**src/design/tasr_pkg.sv**
```systemverilog
// shared types and constants for the tensor axis sum-reduce block
// no dependencies
package tasr_pkg;

    localparam int MAX_RANK     = 4;
    localparam int NUM_DIMS     = 4;
    localparam int RESULT_DEPTH = 4096;
    localparam int DIM_LIMIT    = 4096;

    localparam int ADDR_W  = $clog2(RESULT_DEPTH);
    localparam int ENT_W   = $clog2(RESULT_DEPTH + 1);
    localparam int DIM_W   = 13;
    localparam int POS_W   = 12;
    localparam int RANK_W  = 3;
    localparam int AXIS_W  = 2;
    localparam int VAL_W   = 64;
    localparam int RIDX_W  = 12;
    localparam int STAT_W  = 2;
    localparam int CFG_IDX_W = 3;
    localparam int CFG_DATA_W = 13;
    localparam int IN_DATA_W  = 80;
    localparam int OUT_DATA_W = 72;

    localparam logic CMD_READ = 1'b1;

    typedef enum logic [CFG_IDX_W-1:0] {
        REG_TENSOR_RANK   = 3'd0,
        REG_SUM_AXIS      = 3'd1,
        REG_DIM0_SIZE     = 3'd2,
        REG_DIM1_SIZE     = 3'd3,
        REG_DIM2_SIZE     = 3'd4,
        REG_DIM3_SIZE     = 3'd5,
        REG_WIDE_ELEMENTS = 3'd6
    } cfg_reg_t;

    typedef enum logic [STAT_W-1:0] {
        STAT_OK         = 2'd0,
        STAT_INCOMPLETE = 2'd1,
        STAT_RANGE      = 2'd2,
        STAT_BAD_CONFIG = 2'd3
    } read_status_t;

    typedef enum logic [2:0] {
        ST_IDLE,
        ST_CALC,
        ST_ELEM_RD,
        ST_ELEM_WR,
        ST_READ_RD,
        ST_READ_OUT
    } ctrl_state_t;

    typedef struct packed {
        logic              in_ready;
        logic              cap_in;
        logic              calc_step;
        logic              calc_fin;
        logic [AXIS_W-1:0] calc_dim;
        logic              elem_rd;
        logic              elem_wr;
        logic              read_rd;
        logic              ld_out;
    } ctrl_cmd_t;

    typedef struct packed {
        logic in_cmd;
        logic cfg_hit;
        logic cfg_ok;
        logic out_busy;
    } dp_status_t;

endpackage

```
**src/design/tasr_ctrl.sv**
```systemverilog
// controller state machine: sequences entry-count pass, element update and reads
// depends on tasr_pkg
module tasr_ctrl (
    input  logic                  clk,
    input  logic                  rst_n,
    input  logic                  in_valid,
    input  tasr_pkg::dp_status_t  status,
    output tasr_pkg::ctrl_cmd_t   cmd
);
    import tasr_pkg::*;

    ctrl_state_t       state_reg, state_next;
    logic [AXIS_W-1:0] step_reg, step_next;
    logic              accept;

    localparam logic [AXIS_W-1:0] LAST_STEP = AXIS_W'(NUM_DIMS - 1);

    assign accept = (state_reg == ST_IDLE) && in_valid && !status.cfg_hit;

    always_ff @(posedge clk or negedge rst_n)
    begin
        if (!rst_n)
        begin
            state_reg <= ST_IDLE;
            step_reg  <= '0;
        end
        else
        begin
            state_reg <= state_next;
            step_reg  <= step_next;
        end
    end

    // next state
    always_comb
    begin
        state_next = state_reg;
        step_next  = step_reg;
        if (status.cfg_hit)
        begin
            state_next = ST_CALC;
            step_next  = '0;
        end
        else
        begin
            unique case (state_reg)
                ST_IDLE:
                begin
                    if (accept)
                    begin
                        state_next = (status.in_cmd == CMD_READ) ? ST_READ_RD : ST_ELEM_RD;
                    end
                end
                ST_CALC:
                begin
                    step_next = step_reg + 1'b1;
                    if (step_reg == LAST_STEP)
                    begin
                        state_next = ST_IDLE;
                    end
                end
                ST_ELEM_RD:
                begin
                    state_next = status.cfg_ok ? ST_ELEM_WR : ST_IDLE;
                end
                ST_ELEM_WR:
                begin
                    state_next = ST_IDLE;
                end
                ST_READ_RD:
                begin
                    state_next = ST_READ_OUT;
                end
                ST_READ_OUT:
                begin
                    if (!status.out_busy)
                    begin
                        state_next = ST_IDLE;
                    end
                end
                default:
                begin
                    state_next = ST_IDLE;
                end
            endcase
        end
    end

    // outputs
    always_comb
    begin
        cmd = '0;
        cmd.calc_dim = step_reg;
        unique case (state_reg)
            ST_IDLE:
            begin
                cmd.in_ready = !status.cfg_hit;
                cmd.cap_in   = accept;
            end
            ST_CALC:
            begin
                cmd.calc_step = !status.cfg_hit;
                cmd.calc_fin  = !status.cfg_hit && (step_reg == LAST_STEP);
            end
            ST_ELEM_RD:
            begin
                cmd.elem_rd = status.cfg_ok;
            end
            ST_ELEM_WR:
            begin
                cmd.elem_wr = 1'b1;
            end
            ST_READ_RD:
            begin
                cmd.read_rd = 1'b1;
            end
            ST_READ_OUT:
            begin
                cmd.ld_out = !status.out_busy;
            end
            default:
            begin
                cmd = '0;
            end
        endcase
    end

endmodule

```
**config.mk**
```make
export PLATFORM = sky130hd
export DESIGN_NAME = tasr_ctrl
export DESIGN_NICKNAME = d
export VERILOG_FILES = /design/src/design/tasr_pkg.sv /design/src/design/tasr_ctrl.sv
export SDC_FILE = /design/constraint.sdc
export NUM_CORES = 1
export LEC_CHECK = 0
export ABC_CLOCK_PERIOD_IN_PS = 2100
export BUFFER_PORTS_ARGS = -buffer_cell sky130_fd_sc_hd__buf_2
export CAP_MARGIN = 20
export CORE_AREA = 2 2 39 41
export DETAILED_ROUTE_END_ITERATION = 8
export DIE_AREA = 0 0 41 43
export PLACE_DENSITY = 0.48
export SYNTH_ARGS = -nofsm -noshare
export SYNTH_HDL_FRONTEND = slang
export SYNTH_SLANG_ARGS = --single-unit
```
**constraint.sdc**
```tcl
create_clock -name clk -period 2.1 [get_ports clk]
set_input_delay 0.63 -clock clk [delete_from_list [all_inputs] [get_ports clk]]
set_output_delay 0.63 -clock clk [all_outputs]
set_load 0.03 [all_outputs]
```
==> results of run 1 <==
==> repair_timing <==
item | 4_1_cts | 5_1_grt
endpoints found under the hold margin | 0 | 0
resized for setup | 0 | 3
setup endpoints to repair | 0 | 1
buffers inserted | 0 | 0
==> power groups by stage <==
| stage | sequential [mW] | clock (mW) | combinational (mW) |
|---|---|---|---|
| after floorplan | 0.141 | 0 | 0.166 |
| after global placement | 0.135 | 0 | 0.232 |
| after detailed placement | 0.134 | 0 | 0.231 |
| after CTS | 0.133 | 0.112 | 0.232 |
| after global routing | 0.137 | 0.122 | 0.251 |
| final | 0.133 | 0.107 | 0.230 |
==> stage by stage <==
stage	hold WS, ns	TNS, ns	total power [mW]	area, um2	instances
after floorplan	0.334	-0.160	0.307	384	38
after global placement	0.448	0	0.366	477	71
after detailed placement	0.448	0	0.365	477	71
after CTS	0.193	0	0.477	503	75
after global routing	0.185	0	0.509	509	75
final	0.198	0	0.470	509	75
==> Yosys cell counts (2+ instances only) <==
| cell | instances | area, um2 |
|---|---|---|
| nor4_1 | 2 | 12.5 |
| nor2_1 | 7 | 26.3 |
| dfrtp_1 | 5 | 125 |
| and2_1 | 4 | 25.0 |
| nor3b_1 | 2 | 15.0 |
| a21boi_0 | 2 | 15.0 |
==> metal layers <==
| metal | wire, um | vias up | GRT usage (%) |
|---|---|---|---|
| met5 | 0 | - | 0 |
| met4 | 8 | 0 | 10.0 |
| met3 | 29 | 2 | 3.14 |
| met2 | 365 | 7 | 14.7 |
| met1 | 322 | 146 | 12.8 |
| li1 | - | 172 | - |
==> path summary, 6_finish.rpt <==
kind / start / to / slack, ns / cells past startpoint
worst max-delay path: state_reg[1] / cmd[6] / 0.07 / 4
worst min-delay path: rst_n / state_reg[2] / 0.20 / 1
worst max register to register: state_reg[1] / state_reg[0] / 0.62 / 4
worst min register to register: step_reg[1] / step_reg[1] / 0.56 / 2
max in group asynchronous: rst_n / state_reg[0] / 1.78 / 1
min in group clk: step_reg[1] / step_reg[1] / 0.56 / 2
==> cell type report <==
class | instances | area (um2) | area share, %
timing repair buffer | 20 | 116 | 22.9
clock buffer | 4 | 26.3 | 5.16
tap | 16 | 20.0 | 3.93
multi-input combinational | 30 | 221 | 43.5
sequential | 5 | 125 | 24.6
==> layout by cell type, fill, tap and decap left out, drive strengths merged, types with 2 or more instances in the layout <==
cell    instances
buf            20
nor2            8
dfrtp           5
clkbuf          4
and2            4
a21boi          2
nor3b           2
nor4            2
==> cell families (layout without fill, tap and decap cells) <==
family / Yosys count / count (layout) / synth area share [%]
simple gates: 21 / 21 / 36.9
xor+xnor: 1 / 1 / 2.58
flops: 5 / 5 / 36.9
mux: 1 / 1 / 2.95
compound gates: 6 / 6 / 12.2
fa+ha+maj: 1 / 1 / 3.69
buf+inv: 3 / 24 / 4.80
==> critical path: cells and delay by family (launching register included) <==
kind          cells  cell delay (ns)
simple gates      3             0.68
flops             1             0.37
buf+inv           1             0.12
==> flow_summary_export.csv, run 1 <==
group,metric,value,unit
die,dieArea,1760,um2
logic_synthesis,synth_cells,38,
place,place_congestion,0.661,
grt,overflow,0,
die,die_x,41,um
die,io_pins,17,
die,die_h,43,um
power,p_clk_share,22.7,%
logic_synthesis,async_flop_share,100,%
logic_synthesis,synth_cell_types,22,
place,port_buffers,16,
power,switching_share,38.9,%
detailed_routing,drc_errors,0,
setup_path,critPathRequiredTime,1.47,ns
cells_and_area,nFillCells,156,
setup_path,crit_chain,"or3b_4, nor2_2, and2_2, buf_6",
power,irDropWorstVdd,0.340,mV
sta,setup_viol,0,
detailed_routing,wl,726,um
clock_network,cts_hold_buf,0,
logic_synthesis,yosysWarningCount,0,
logic_synthesis,synth-seq-cells,5,
setup_path,end_kind,"output pin",
clock_network,htree_levels,1,
cells_and_area,fin_util,36.8,%
power,power_leakage,0.255,nW
sta,fin_crit,2.03,ns
power,p_int,0.288,mW
run_status,outcome,"finished, final reports clean",
setup_path,start_kind,"flop",
detailed_routing,vias,327,
detailed_routing,vias_per_cell,4.36,
detailed_routing,first_pass_iters,3,
clock_network,clk_pin_slew,0.04,ns
cells_and_area,antenna_cells,0,
clock_network,root_buffer,"clkbuf_4",
clock_network,clkLatencyLatePin,0.23,ns
sta,skew,0.00105,ns
logic_synthesis,yosysSeqAreaShare,36.9,%
clock_network,cts_buffer_depth,2,
sta,worst_pin_slew,0.224,ns
grt,grt_pass1_vias,293,
setup_path,crit_fanout,3,
logic_synthesis,synth_area,339,um2
logic_synthesis,syn_avg_cell_area,8.92,um2
sta,hold_viol_final,0,
sta,setup_ws,0.0712,ns
cells_and_area,fin_nets,68,
detailed_routing,drt_iter0_markers,2,
die,start_util,24.5,%
detailed_routing,wl_per_cell,9.68,um
clock_network,cts.sinks,5,
worst_hold_path,hold_class,"input pin to asynchronous set/reset pin",
logic_synthesis,synth-main-ff-cell,"dfrtp_1",
setup_path,critPathSlowestCell,"or3b_4",
sta,fin_crit_sh,96.6,%
power,p_per_area,924,nW/um2
cells_and_area,layout-drive-gt1-share,49.2,%
die,placementRows,14,
sta,max_freq,493,MHz
setup_path,critPathKind,"flop to output pin",
setup_path,arrival,1.40,ns
sta,max-slew-margin-rel,85.0,%
setup_path,slowest_delay,0.43,ns
clock_network,numCtsBuffers,3,
grt,grt_max_degree,12,
place,dp_slack,0.0916,ns
power,p_sw,0.183,mW
logic_synthesis,syn_nets,46,
cells_and_area,area_delta_synth_final,50.2,%
power,comb_power_share,49.0,%
job,max_cap_viol_count,0,
clock_network,cts_tree,"yes",
die,core_area,1380,um2
power,power_frac_seq,28.3,%
sta,slew_viol_final,0,
grt,grt_pass1_wl,1210,um
logic_synthesis,synth_edf_count,0,
cells_and_area,largest_reg_flops,3,
grt,antenna_found_initial,0,
detailed_routing,drtAntennaViolNets,0,
grt,grtUsageTotal,10.8,%
sta,rsz0062_at_grt,"false",
Note: power is estimated with default switching activity, not from simulation.
==> inputs of run 2 (changes only) <==
--- a/config.mk
+++ b/config.mk
@@ -8,10 +8,12 @@
 export ABC_CLOCK_PERIOD_IN_PS = 2100
 export BUFFER_PORTS_ARGS = -buffer_cell sky130_fd_sc_hd__buf_2
 export CAP_MARGIN = 20
+export CELL_PAD_IN_SITES_DETAIL_PLACEMENT = 0
+export CELL_PAD_IN_SITES_GLOBAL_PLACEMENT = 1
 export CORE_AREA = 2 2 39 41
 export DETAILED_ROUTE_END_ITERATION = 8
 export DIE_AREA = 0 0 41 43
-export PLACE_DENSITY = 0.48
+export PLACE_DENSITY = 0.63
 export SYNTH_ARGS = -nofsm -noshare
 export SYNTH_HDL_FRONTEND = slang
 export SYNTH_SLANG_ARGS = --single-unit
==> run 2 against run 1 <==
Compared with the run above: critical path depth stayed put; wire length stayed put; worst setup slack worse by 0.0078 ns; clock skew hardly changed; sequential power hardly changed; cell area is 0.74% lower; via count is 0.61% higher; non-clock buffer count stayed put; cell count stayed put; first-iteration DRC count grew to 3.0 times the previous value; maximum frequency is 0.39% lower; power is 0.17% higher; highest routed layer is now met3.
==> flow_summary_export.csv, run 2 (synthesized netlist as in run 1, its figures left out) <==
group,metric,value,unit
run_status,outcome,"finished, final reports clean",
sta,hold_viol_final,0,
cells_and_area,layout-drive-gt1-share,49.2,%
cells_and_area,layout_common_cells,"buf_2 (15), nor2_1 (7), buf_4 (5), dfrtp_1 (5), clkbuf_4 (3)",
cells_and_area,area_delta_synth_final,49.1,%
cells_and_area,largest_reg_flops,3,
die,die_h,43,um
worst_hold_path,hold_class,"input pin to asynchronous set/reset pin",
sta,skew,0.00119,ns
sta,fin_crit,2.04,ns
sta,max_freq,491,MHz
sta,setup_viol,0,
detailed_routing,vias_per_cell,4.39,
die,start_util,24.5,%
die,die_x,41,um
die,io_pins,17,
setup_path,critPathRequiredTime,1.47,ns
setup_path,ff2ff_path_depth,4,
clock_network,cts.sinks,5,
sta,setup_ws,0.0634,ns
die,placementRows,14,
cells_and_area,fin_nets,68,
grt,overflow,0,
power,p_per_area,932,nW/um2
clock_network,cts_hold_buf,0,
clock_network,numCtsBuffers,3,
clock_network,clk_pin_slew,0.04,ns
detailed_routing,wl_per_cell,9.68,um
detailed_routing,vias,329,
cells_and_area,antenna_cells,0,
setup_path,r2r_slack,0.60,ns
grt,antenna_found_initial,0,
setup_path,crit_fanout,3,
cells_and_area,fin_util,36.5,%
grt,grt_pass1_vias,286,
detailed_routing,drtAntennaViolNets,0,
sta,fin_crit_sh,97.0,%
detailed_routing,first_pass_iters,2,
sta,rsz0062_at_grt,"false",
clock_network,htree_levels,1,
die,dieArea,1760,um2
grt,grt_pass1_wl,1120,um
place,dp_slack,0.0843,ns
clock_network,cts_tree,"yes",
detailed_routing,drt_iter0_markers,6,
power,irDropWorstVdd,0.394,mV
detailed_routing,drc_errors,0,
cells_and_area,final_common_cell,"buf_2",
setup_path,end_kind,"output pin",
clock_network,cts_buffer_depth,2,
sta,worst_pin_slew,0.264,ns
place,hpwl,583,um
clock_network,root_buffer,"clkbuf_4",
cells_and_area,nFillCells,157,
grt,grt_max_degree,12,
setup_path,arrival,1.41,ns
setup_path,r2r-end,"state_reg[0]",
clock_network,clkLatencyLatePin,0.24,ns
grt,grtUsageTotal,9.72,%
power,power_leakage,0.255,nW
place,port_buffers,16,
detailed_routing,wl,726,um
setup_path,critPathKind,"flop to output pin",
job,max_cap_viol_count,0,
sta,max-slew-margin-rel,82.2,%
die,core_area,1380,um2
place,place_congestion,0.666,
setup_path,rr_startpoint,"state_reg[1]",
setup_path,start_kind,"flop",
sta,slew_viol_final,0,
run 2: worst max path at each step:
stage                            start      to  slack [ns]  depth (start not counted)
after floorplan              status[2]  cmd[8]       -0.10                          3
after global placement       status[2]  cmd[8]        0.09                          4
after detailed placement     status[2]  cmd[8]        0.08                          4
after CTS                 state_reg[1]  cmd[6]       0.005                          4
after global routing      state_reg[2]  cmd[6]       0.003                          4
final                     state_reg[2]  cmd[6]        0.06                          4
run 2: routing by layer:
metal	GRT usage (%)	up-vias	part of all wire, %
li1	-	173	-
met1	13.9	146	49
met2	12.2	10	43
met3	1.57	0	7.9
met4	8.00	0	0
met5	0	-	0
run 2: cell type report:
class                   instances  area [um2]  share of cell area, %
repair buffers                 20         113                   22.3
clock buffers                   4        26.3                   5.20
well taps                      16        20.0                   3.96
multi-input cells              30         221                   43.8
flip-flops and latches          5         125                   24.8
run 2: metrics by stage:
| stage | setup TNS, ns | total power, mW | area, um2 | cells | hold WS, ns |
|---|---|---|---|---|---|
| floorplan | -0.160 | 0.307 | 384 | 38 | 0.334 |
| global placement | 0 | 0.367 | 477 | 71 | 0.446 |
| detailed placement | 0 | 0.366 | 477 | 71 | 0.446 |
| CTS | 0 | 0.481 | 503 | 75 | 0.185 |
| global route | 0 | 0.511 | 505 | 75 | 0.186 |
| finish | 0 | 0.471 | 505 | 75 | 0.196 |
run 2: critical path, stage by stage (launching register included):
cell and delay, ns:
dfrtp_1 0.37, or3b_4 0.42, nor2_2 0.09, and2_2 0.14
buf_4 0.15
run 2: power breakdown:
part | switching (mW) | internal, mW | total, mW
logic | 0.134 | 0.0967 | 0.231
registers | 0.0146 | 0.119 | 0.133
clock network | 0.0356 | 0.0716 | 0.107
run 2: timing repair:
item                                    in CTS  in global routing
buffers inserted                             0                  0
resized for setup                            0                  2
endpoints found under the setup margin       0                  1
==> inputs of run 3 (changes only) <==
==> config.mk (replaced) <==
export PLATFORM = sky130hd
export DESIGN_NAME = tasr_ctrl
export DESIGN_NICKNAME = d
export VERILOG_FILES = /design/src/design/tasr_pkg.sv /design/src/design/tasr_ctrl.sv
export SDC_FILE = /design/constraint.sdc
export NUM_CORES = 1
export LEC_CHECK = 0
export ABC_CLOCK_PERIOD_IN_PS = 1600
export BUFFER_PORTS_ARGS = -buffer_cell sky130_fd_sc_hd__buf_2
export CAP_MARGIN = 20
export CELL_PAD_IN_SITES_DETAIL_PLACEMENT = 0
export CELL_PAD_IN_SITES_GLOBAL_PLACEMENT = 1
export CORE_MARGIN = 2
export CORE_UTILIZATION = 26
export DETAILED_ROUTE_END_ITERATION = 8
export PLACE_DENSITY = 0.67
export SYNTH_ARGS = -nofsm -noshare
export SYNTH_HDL_FRONTEND = slang
export SYNTH_SLANG_ARGS = --single-unit
==> constraint.sdc (replaced) <==
create_clock -name clk -period 1.6 [get_ports clk]
set_input_delay 0.48 -clock clk [delete_from_list [all_inputs] [get_ports clk]]
set_output_delay 0.48 -clock clk [all_outputs]
set_load 0.03 [all_outputs]
==> run 3 against run 2 <==
Compared with the run above: the run now ends with setup timing left; worst setup slack got worse by 0.31 ns; hold slack got worse by 0.15 ns; wire length rose by 24%; via count up 12%; largest power group unchanged.
==> flow_summary_export.csv, run 3 (synthesized netlist as in run 1, its figures left out) <==
group,metric,value,unit
setup_path,r2r_slack,0.13,ns
setup_path,crit_chain,"or3b_4, nor2_4, and2_4, buf_6",
sta,hold_viol_final,0,
detailed_routing,drc_errors,0,
power,switching_share,36.0,%
clock_network,cts_tree,"yes",
power,power_frac_seq,22.6,%
sta,worst_pin_slew,0.364,ns
sta,fin_crit_sh,116,%
cells_and_area,layoutNonFillerInstCount,83,
cells_and_area,fin_nets,77,
power,power_leakage,0.333,nW
place,hpwl,633,um
die,core_area,1250,um2
cells_and_area,multi_input_area,267,um2
clock_network,root_buffer,"clkbuf_4",
clock_network,cts_hold_buf,0,
sta,max-slew-margin-rel,75.5,%
sta,max_freq,541,MHz
grt,grt_max_degree,12,
setup_path,slowest_delay,0.41,ns
detailed_routing,drtAntennaViolNets,0,
sta,setup_viol,10,
detailed_routing,vias_per_cell,4.45,
setup_path,r2r-end,"state_reg[0]",
sta,whs,0.0468,ns
die,start_util,27.1,%
clock_network,cts.sinks,5,
sta,skew,0.000417,ns
grt,overflow,0,
place,port_buffers,16,
setup_path,critPathKind,"flop to output pin",
die,placementRows,13,
power,irDropWorstVdd,0.570,mV
place,dp.cells,74,
setup_path,ff2ff_path_depth,4,
run_status,violations,"setup timing",
setup_path,crit_fanout,2,
cells_and_area,layout_common_cells,"buf_6 (14), buf_4 (8), nor2_1 (7), buf_2 (7), dfrtp_1 (4)",
setup_path,arrival,1.37,ns
cells_and_area,largest_reg_flops,3,
clock_network,numCtsBuffers,3,
cells_and_area,nFillCells,113,
power,p_per_area,1140,nW/um2
cells_and_area,regArea,126,um2
sta,rsz0062_at_grt,"true",
setup_path,end_kind,"output pin",
worst_hold_path,hold_class,"input pin to asynchronous set/reset pin",
die,dieArea,1610,um2
grt,grtUsageTotal,12.6,%
clock_network,clkLatencyLatePin,0.23,ns
cells_and_area,antenna_cells,0,
sta,setup-tns-final,-1.35,ns
power,p_clk_share,17.8,%
cells_and_area,area_delta_synth_final,104,%
clock_network,htree_levels,1,
power,p_sw,0.283,mW
setup_path,rr_startpoint,"state_reg[2]",
die,io_pins,17,
cells_and_area,final_common_cell,"buf_6",
grt,grt_pass1_wl,1320,um
sta,slew_viol_final,0,
setup_path,critPathRequiredTime,1.12,ns
power,p_int,0.503,mW
setup_path,critPathSlowestCell,"or3b_4",
detailed_routing,vias,369,
die,die_x,40.1,um
grt,antenna_found_initial,0,
cells_and_area,layout-drive-gt1-share,66.2,%
run_status,outcome,"complete, but fails checks",
job,max_cap_viol_count,0,
power,comb_power_share,59.5,%
die,die_h,40.1,um
grt,grt_pass1_vias,314,
detailed_routing,first_pass_iters,2,
detailed_routing,wl,902,um
setup_path,start_kind,"flop",
clock_network,cts_buffer_depth,2,
sta,fin_crit,1.85,ns
clock_network,clk_pin_slew,0.04,ns
detailed_routing,wl_per_cell,10.9,um
detailed_routing,drt_iter0_markers,1,
sta,setup_ws,-0.248,ns
place,place_congestion,0.684,
## run 3: changes by cell type in the layout (fill, tap and decap cells not counted), moves of 2 or more
cell      before  now
buf_4          5    8
buf_6          0   14
a21boi_0       2    0
and2_4         1    3
buf_2         15    7
## run 3: layer usage
metal	routed length (um)	global-route usage [%]	vias to the layer above	part of all wire [%]
met5	0	0	-	0
met2	468	20.6	9	52
met3	44	0	0	4.9
met4	0	7.76	0	0
met1	389	16.6	168	43
li1	-	-	192	-
## run 3: worst max path at each step
stage | start | slack [ns] | endpoint
global route | state_reg[2] | -0.29 | cmd[6]
floorplan | status[2] | -0.31 | cmd[8]
CTS | state_reg[1] | -0.26 | cmd[6]
finish | state_reg[2] | -0.25 | cmd[6]
detailed placement | status[2] | -0.14 | cmd[8]
global placement | status[2] | -0.11 | cmd[8]
## run 3: timing repair
action	CTS	global route
setup endpoints to repair	10	11
setup buffers	5	2
pin swaps	8	7
resized for setup	29	5
## run 3: power groups by stage
stage,sequential (mW),combinational (mW),clock (mW)
detailed placement,0.178,0.361,0
CTS,0.177,0.464,0.149
global placement,0.178,0.362,0
floorplan,0.189,0.232,0
global route,0.185,0.500,0.155
finish,0.178,0.468,0.140
## run 3: layout make-up
| class | count | area share, % |
|---|---|---|
| clock buffers | 4 | 3.80 |
| repair buffers | 29 | 36.6 |
| well taps | 15 | 2.72 |
| multi-input cells | 30 | 38.6 |
| flip-flops and latches | 5 | 18.3 |
## run 3: through the flow
step / worst slack [ns] / util (%) / instance area (um2) / power, mW
6_report: -0.248 / 55.1 / 691 / 0.786
2_1_floorplan: -0.309 / - / 400 / 0.420
4_1_cts: -0.261 / 54.2 / 679 / 0.791
3_5_place_dp: -0.138 / 41.4 / 518 / 0.539
3_3_place_gp: -0.113 / 41.4 / 518 / 0.539
5_1_grt: -0.288 / 55.1 / 691 / 0.840
## run 3: critical path, delay by kind of cell (launching register included)
kind,cells,cell delay (ns)
flops,1,0.37
simple gates,3,0.64
buf+inv,1,0.12
